[src/rtl/fkstore_pkg.sv]
// ----------------------------------------------------------------------------
// fkstore_pkg
// Shared types and constants for the insertion-order key/value store.
// ----------------------------------------------------------------------------
package fkstore_pkg;

  // number of entries in the row of cells
  localparam int CAPACITY = 8;
  // stored key and value widths (the low bits of the item fields)
  localparam int KEY_W    = 32;
  localparam int VAL_W    = 32;
  // width of the key, value and result fields on the channels
  localparam int FIELD_W  = 32;

  typedef logic [KEY_W-1:0]   key_t;
  typedef logic [VAL_W-1:0]   val_t;
  typedef logic [FIELD_W-1:0] field_t;
  typedef logic [CAPACITY-1:0] cell_vec_t;

  // command codes
  typedef enum logic {
    CMD_INSERT = 1'b0,
    CMD_FIND   = 1'b1
  } cmd_t;

  // one entry as it moves from cell to cell
  typedef struct packed {
    logic valid;
    key_t key;
    val_t value;
  } entry_t;

endpackage

[src/rtl/fkstore_if.sv]
// ----------------------------------------------------------------------------
// fkstore_req_if / fkstore_rsp_if
// Valid/ready channels for request items and result items.
// ----------------------------------------------------------------------------
interface fkstore_req_if;
  logic                 valid;
  logic                 ready;
  logic                 command;
  fkstore_pkg::field_t  key;
  fkstore_pkg::field_t  value;

  modport source (output valid, output command, output key, output value, input ready);
  modport sink   (input valid, input command, input key, input value, output ready);
endinterface

interface fkstore_rsp_if;
  logic                 valid;
  logic                 ready;
  logic                 success;
  fkstore_pkg::field_t  found_value;
  logic                 evicted;
  fkstore_pkg::field_t  evicted_key;

  modport source (output valid, output success, output found_value, output evicted,
                  output evicted_key, input ready);
  modport sink   (input valid, input success, input found_value, input evicted,
                  input evicted_key, output ready);
endinterface

[src/rtl/fkstore_cell.sv]
// ----------------------------------------------------------------------------
// fkstore_cell
// One entry of the row: holds key, value and valid, compares against the
// lookup key and takes its neighbor's entry when the row shifts.
// ----------------------------------------------------------------------------
module fkstore_cell (
  input  logic                clk,
  input  logic                rst_n,
  input  logic                shift_en,
  input  fkstore_pkg::entry_t prev_i,
  input  fkstore_pkg::key_t   lookup_key,
  output fkstore_pkg::entry_t ent_o,
  output logic                match_o,
  output fkstore_pkg::val_t   match_val_o
);
  import fkstore_pkg::*;

  logic valid_r, valid_nxt;
  key_t key_r,   key_nxt;
  val_t value_r, value_nxt;

  // take the neighbor's entry on a shift
  always_comb begin
    valid_nxt = valid_r;
    key_nxt   = key_r;
    value_nxt = value_r;
    if (shift_en) begin
      valid_nxt = prev_i.valid;
      key_nxt   = prev_i.key;
      value_nxt = prev_i.value;
    end
  end

  // valid bit is control state, key and value are payload
  always_ff @(posedge clk) begin
    if (!rst_n) begin
      valid_r <= 1'b0;
    end else begin
      valid_r <= valid_nxt;
    end
  end

  always_ff @(posedge clk) begin
    key_r   <= key_nxt;
    value_r <= value_nxt;
  end

  // compare and gated value for the match tree
  assign match_o     = valid_r && (key_r == lookup_key);
  assign match_val_o = match_o ? value_r : '0;
  assign ent_o       = '{valid: valid_r, key: key_r, value: value_r};

endmodule

[src/rtl/fifo_replacement_key_store.sv]
// ----------------------------------------------------------------------------
// fifo_replacement_key_store
// Key/value store of CAPACITY entries with insertion-order replacement.
// Each result item is registered in the output register as its request item
// is accepted. Throughput: one item per cycle while out_ch.ready is high, set
// by the parallel compare in every cell and the single output register.
// Reset: synchronous, clears every valid bit and the output valid; stored
// keys and values are not reset and are only read behind a valid bit.
// ----------------------------------------------------------------------------
module fifo_replacement_key_store (
  input  logic                 clk,
  input  logic                 rst_n,
  fkstore_req_if.sink          in_ch,
  fkstore_rsp_if.source        out_ch
);
  import fkstore_pkg::*;

  entry_t    chain [CAPACITY+1];
  cell_vec_t match_vec;
  cell_vec_t valid_vec;
  val_t      match_vals [CAPACITY];

  logic   accept;
  logic   is_find;
  logic   hit;
  logic   shift_en;
  key_t   req_key;
  val_t   found_v;

  logic   out_valid_r, out_valid_nxt;
  logic   out_success_r;
  field_t out_found_r;
  logic   out_evicted_r;
  field_t out_evkey_r;

  // handshake: the output register parts the two sides
  assign in_ch.ready = !out_valid_r || out_ch.ready;
  assign accept      = in_ch.valid && in_ch.ready;
  assign is_find     = (in_ch.command == CMD_FIND);
  assign req_key     = key_t'(in_ch.key);

  // new entry enters at the front of the row
  assign chain[0] = '{valid: 1'b1, key: req_key, value: val_t'(in_ch.value)};

  // row of cells, newest first
  for (genvar i = 0; i < CAPACITY; i++) begin : g_cell
    fkstore_cell u_cell (
      .clk         (clk),
      .rst_n       (rst_n),
      .shift_en    (shift_en),
      .prev_i      (chain[i]),
      .lookup_key  (req_key),
      .ent_o       (chain[i+1]),
      .match_o     (match_vec[i]),
      .match_val_o (match_vals[i])
    );
    assign valid_vec[i] = chain[i+1].valid;
  end

  // keys are unique, so an or over the gated values picks the match
  always_comb begin
    found_v = '0;
    for (int i = 0; i < CAPACITY; i++) begin
      found_v = found_v | match_vals[i];
    end
  end

  assign hit      = |match_vec;
  assign shift_en = accept && !is_find && !hit;

  // output valid
  always_comb begin
    out_valid_nxt = out_valid_r;
    if (accept) begin
      out_valid_nxt = 1'b1;
    end else if (out_ch.ready) begin
      out_valid_nxt = 1'b0;
    end
  end

  always_ff @(posedge clk) begin
    if (!rst_n) begin
      out_valid_r <= 1'b0;
    end else begin
      out_valid_r <= out_valid_nxt;
    end
  end

  // result payload
  always_ff @(posedge clk) begin
    if (accept) begin
      out_success_r <= hit == is_find;
      out_found_r   <= (is_find && hit) ? field_t'(found_v) : '0;
      out_evicted_r <= shift_en && chain[CAPACITY].valid;
      out_evkey_r   <= (shift_en && chain[CAPACITY].valid) ?
                       field_t'(chain[CAPACITY].key) : '0;
    end
  end

  assign out_ch.valid       = out_valid_r;
  assign out_ch.success     = out_success_r;
  assign out_ch.found_value = out_found_r;
  assign out_ch.evicted     = out_evicted_r;
  assign out_ch.evicted_key = out_evkey_r;

  // at most one cell matches a key
  a_one_match: assert property (@(posedge clk) disable iff (!rst_n)
    $onehot0(match_vec))
    else $error("more than one cell matches the key");

  // valid entries fill the row from the front
  a_packed_row: assert property (@(posedge clk) disable iff (!rst_n)
    (valid_vec & cell_vec_t'(valid_vec + 1'b1)) == '0)
    else $error("valid entries are not contiguous from the front");

  // an accepted insert leaves the front cell valid
  a_front_valid: assert property (@(posedge clk) disable iff (!rst_n)
    shift_en |=> valid_vec[0])
    else $error("insert did not fill the front cell");

  // every accepted item produces a waiting result
  a_result: assert property (@(posedge clk) disable iff (!rst_n)
    accept |=> out_valid_r)
    else $error("accepted item produced no result");

  // eviction only happens on a successful insert
  a_evict_ok: assert property (@(posedge clk) disable iff (!rst_n)
    (out_valid_r && out_evicted_r) |-> out_success_r)
    else $error("eviction reported without success");

endmodule

[src/flat_wrapper.sv]
// flat-port wrapper written by rule: the top's interface ports become plain ports
module fifo_replacement_key_store_flat import fkstore_pkg::*;
  (clk, rst_n, in_ch_valid, in_ch_command, in_ch_key, in_ch_value, in_ch_ready, out_ch_valid, out_ch_success, out_ch_found_value, out_ch_evicted, out_ch_evicted_key, out_ch_ready);
  fkstore_req_if in_ch_i ();
  fkstore_rsp_if out_ch_i ();
  input  logic clk;
  input  logic rst_n;
  input wire logic [$bits(in_ch_i.valid)-1:0] in_ch_valid;
  input wire logic [$bits(in_ch_i.command)-1:0] in_ch_command;
  input wire logic [$bits(in_ch_i.key)-1:0] in_ch_key;
  input wire logic [$bits(in_ch_i.value)-1:0] in_ch_value;
  output wire logic [$bits(in_ch_i.ready)-1:0] in_ch_ready;
  output wire logic [$bits(out_ch_i.valid)-1:0] out_ch_valid;
  output wire logic [$bits(out_ch_i.success)-1:0] out_ch_success;
  output wire logic [$bits(out_ch_i.found_value)-1:0] out_ch_found_value;
  output wire logic [$bits(out_ch_i.evicted)-1:0] out_ch_evicted;
  output wire logic [$bits(out_ch_i.evicted_key)-1:0] out_ch_evicted_key;
  input wire logic [$bits(out_ch_i.ready)-1:0] out_ch_ready;
  assign in_ch_i.valid = in_ch_valid;
  assign in_ch_i.command = in_ch_command;
  assign in_ch_i.key = in_ch_key;
  assign in_ch_i.value = in_ch_value;
  assign in_ch_ready = in_ch_i.ready;
  assign out_ch_valid = out_ch_i.valid;
  assign out_ch_success = out_ch_i.success;
  assign out_ch_found_value = out_ch_i.found_value;
  assign out_ch_evicted = out_ch_i.evicted;
  assign out_ch_evicted_key = out_ch_i.evicted_key;
  assign out_ch_i.ready = out_ch_ready;
  fifo_replacement_key_store u_core (.clk(clk), .rst_n(rst_n), .in_ch(in_ch_i), .out_ch(out_ch_i));
endmodule
[config.mk]
export PLATFORM = sky130hd
export DESIGN_NAME = fifo_replacement_key_store_flat
export DESIGN_NICKNAME = d
export VERILOG_FILES = /design/src/rtl/fkstore_pkg.sv /design/src/rtl/fkstore_if.sv /design/src/rtl/fkstore_cell.sv /design/src/rtl/fifo_replacement_key_store.sv /design/src/flat_wrapper.sv
export SDC_FILE = /design/constraint.sdc
export NUM_CORES = 1
export LEC_CHECK = 0
export ABC_AREA = 1
export BUFFER_PORTS_ARGS = -buffer_cell sky130_fd_sc_hd__buf_4
export CAP_MARGIN = 20
export CORE_MARGIN = 2
export CORE_UTILIZATION = 27
export DETAILED_ROUTE_END_ITERATION = 10
export HOLD_SLACK_MARGIN = 0.02
export PLACE_DENSITY = 0.46
export SLEW_MARGIN = 20
export SYNTH_ARGS = -nofsm -noshare
export SYNTH_HDL_FRONTEND = slang
export SYNTH_SLANG_ARGS = --single-unit
[constraint.sdc]
create_clock -name clk -period 12.8 [get_ports clk]
set_clock_uncertainty 0.1 [all_clocks]
set_input_delay 1.28 -clock clk [delete_from_list [all_inputs] [get_ports clk]]
set_output_delay 1.28 -clock clk [all_outputs]
set_load 0.02 [all_outputs]
==> flow_summary.json <==
{
  "cp.arrival_ps": 5840,
  "synth_area_um2": 26800,
  "rsz0062_at_grt": "false",
  "hold_slack_ps": 324,
  "power_density_nw_per_um2": 143,
  "clk_pin_slew_ps": 70,
  "fin_nets": 2759,
  "grt_max_degree": 190,
  "p_clk_frac": 0.422,
  "coreArea_um2": 98400,
  "ctsHoldBuffers": 0,
  "start_kind": "input pin",
  "drive_gt1_frac": 0.122,
  "htree_num_levels": 3,
  "cts-resized-gates": 0,
  "worst_pin_slew_ps": 1070,
  "tritoncts": "yes",
  "internal_power_mw": 3.36,
  "relSlewSlack": 0.286,
  "ys_seq_area_frac": 0.653,
  "drv_cap": 0,
  "io_buffers": 136,
  "synth_area_per_cell_um2": 10.5,
  "synth_area_leaders": "edfxtp_1, nand2_1, nand3_1, nor2_1, inv_1",
  "dr_total_vias": 19156,
  "criticalPathCategory": "input pin to flip-flop",
  "place_area_um2": 29100,
  "switchingPower_mw": 1.09,
  "netlist.area_leader.share": 0.647,
  "cp_slowest_cell": "buf_4",
  "finalHoldViolCount": 0,
  "slew_viol_final": 0,
  "end_kind": "flip-flop",
  "syn_to_final_growth_pct": 16.2,
  "antenna_found_initial": 0,
  "grt_pass1_wl_um": 133000,
  "p_seq_frac": 0.507,
  "worstSkewPairLatency_ps": 630,
  "irDropWorstVdd_v": 0.0000868,
  "dp_slack_ps": 6410,
  "leakage_nw": 11.9,
  "die-area_um2": 102000,
  "synth.distinct_cells": 41,
  "fillers": 10168,
  "pwr-share-comb": 0.071,
  "setup_viol": 0,
  "syn-num-nets": 2633,
  "path_cells": "buf_4 > inv_1 > nand2_1 > nand2_1 > nor3_1 > nand2_1 > nor2_1 > nand3_1 > nand2_2 > nor2_4 > nand3_4 > clkinvlp_4 > buf_12 > buf_4",
  "fin_ws_ps": 7090,
  "setup-tns-final_ps": 0,
  "max_stage_delay_ps": 930,
  "die_w_um": 319,
  "root_buffer": "clkbuf_16",
  "wl_per_cell_um": 22.7,
  "drcViolationCount": 0,
  "worstPathMaxFanout": 189,
  "fp-row-count": 115,
  "cp.required_ps": 12930,
  "power_switching_share": 0.244,
  "routed_wl_um": 91300,
  "hp-class": "flip-flop to flip-flop",
  "clkSinkCount": 587,
  "timing.final.crit_share": 0.446,
  "grt_usage": 0.177,
  "grt_pass1_vias": 19587,
  "gp_congestion": 0.943,
  "postRouteAntennaNets": 0,
  "start_util": 0.273,
  "path_common_cell": "nand2_1",
  "drt-pass1-iter-count": 8,
  "layout_min_cycle_time_ps": 5710,
  "dpl.hpwl_um": 62700,
  "cts_setup_buffers": 0,
  "vias_per_cell": 4.76,
  "pin_count": 137,
  "yosys_warnings": 0,
  "status": "completed",
  "drt_iter0_drc": 1754,
  "fin_area_um2": 31200,
  "clockBufferDepth": 3,
  "yosysTopAreaCell": "edfxtp_1",
  "layout_common_cells": "nand2_1, edfxtp_1, nor2_1, nand3_1, inv_1",
  "final_common_cell": "nand2_1",
  "fp.dieH_um": 319,
  "max_freq_mhz": 175,
  "utilization": 0.317,
  "synthCells": 2563,
  "cts_made_buffers": 68,
  "overflow": 0,
  "synth_seq_cells": 587
}
-- power groups by stage --
stage          combinational, mW  sequential [mW]  clock [mW]
5_1_grt                    0.344             2.26        2.01
3_3_place_gp               0.319             2.29           0
3_5_place_dp               0.318             2.30           0
6_report                   0.317             2.26        1.88
4_1_cts                    0.319             2.25        1.93
2_1_floorplan              0.177             2.31           0
-- worst max-delay path: cells and delay by family --
family	cells	cell delay, ps
simple gates	9	1490
buf+inv	5	2820
-- routing by layer --
layer  up-vias  share of wire  wire length (µm)  track usage
li1       9044              -                 -            -
met1      9305           0.45             40800        0.235
met2       645           0.47             42700        0.290
met3       162          0.050              4590       0.0258
met4         0          0.035              3240       0.0700
met5         -              0                 0            0
-- cell families after synthesis --
group | count (synthesis) | share of synthesized area
AOI/OAI and AO/OA | 213 | 0.0433
xor gates and xnor gates | 63 | 0.0206
adders and majority gates | 1 | 0.000466
buffers and inverters | 341 | 0.0573
DFF | 587 | 0.653
and+or+nand+nor | 1358 | 0.225
-- synth_stat cells --
library cell,count
a21oi_1,49
and2_0,1
and3_1,1
buf_2,56
buf_4,32
buf_6,9
clkbuf_1,7
clkinv_1,1
dfxtp_1,9
edfxtp_1,578
ha_1,1
inv_1,217
inv_2,19
nand2_1,591
nand2_2,6
nand2b_1,2
nand3_1,294
nand3_2,1
nand3_4,1
nand3b_1,4
nand4_1,44
nor2_1,307
nor2_2,15
nor2_4,3
nor2b_1,1
nor3_1,31
nor3_2,21
nor3b_1,10
nor3b_2,12
o2111a_1,1
o211a_1,2
o21ai_0,89
o21ai_1,9
o22ai_1,63
or2_0,1
or2_1,9
or2_2,1
or3_1,1
or3b_1,1
xnor2_1,33
xor2_1,30
-- final timing paths --
check / slack [ps] / endpoint / from / depth (start not counted)
max: 7090 / u_core.g_cell[0].u_cell.key_r[3] / in_ch_key[21] / 14
min: 320 / u_core.g_cell[3].u_cell.value_r[14] / u_core.g_cell[2].u_cell.value_r[14] / 0
max reg2reg: 7950 / u_core.g_cell[0].u_cell.key_r[3] / u_core.g_cell[3].u_cell.key_r[1] / 13
min reg2reg: 320 / u_core.g_cell[3].u_cell.value_r[14] / u_core.g_cell[2].u_cell.value_r[14] / 0
-- cell type report --
type	instances	area, µm²	area share
Antenna cell	1	2.50	0.0000802
Clock inverter	34	295	0.00947
Sequential cell	587	17500	0.562
Multi-Input combinational cell	1635	7850	0.252
Timing Repair Buffer	160	1220	0.0390
Inverter	237	895	0.0287
Clock buffer	84	1780	0.0572
Tap cell	1287	1610	0.0516
-- state kept, by name, summed over array words and instances (netlist names) --
register,count
u_core.g_cell.u_cell.valid_r,8
u_core.g_cell.u_cell.value_r,256
u_core.out_ch.evicted,1
u_core.out_ch.success,1
u_core.out_ch.valid,1
u_core.g_cell.u_cell.key_r,256
u_core.out_ch.evicted_key,32
u_core.out_ch.found_value,32
-- per-stage QoR --
step | power (mW) | cells
finish | 4.45 | 4025
global route | 4.61 | 4024
detailed placement | 2.61 | 3906
CTS | 4.51 | 4024
global placement | 2.61 | 3906
floorplan | 2.49 | 2563
Note: power is estimated with default switching activity, not from simulation.
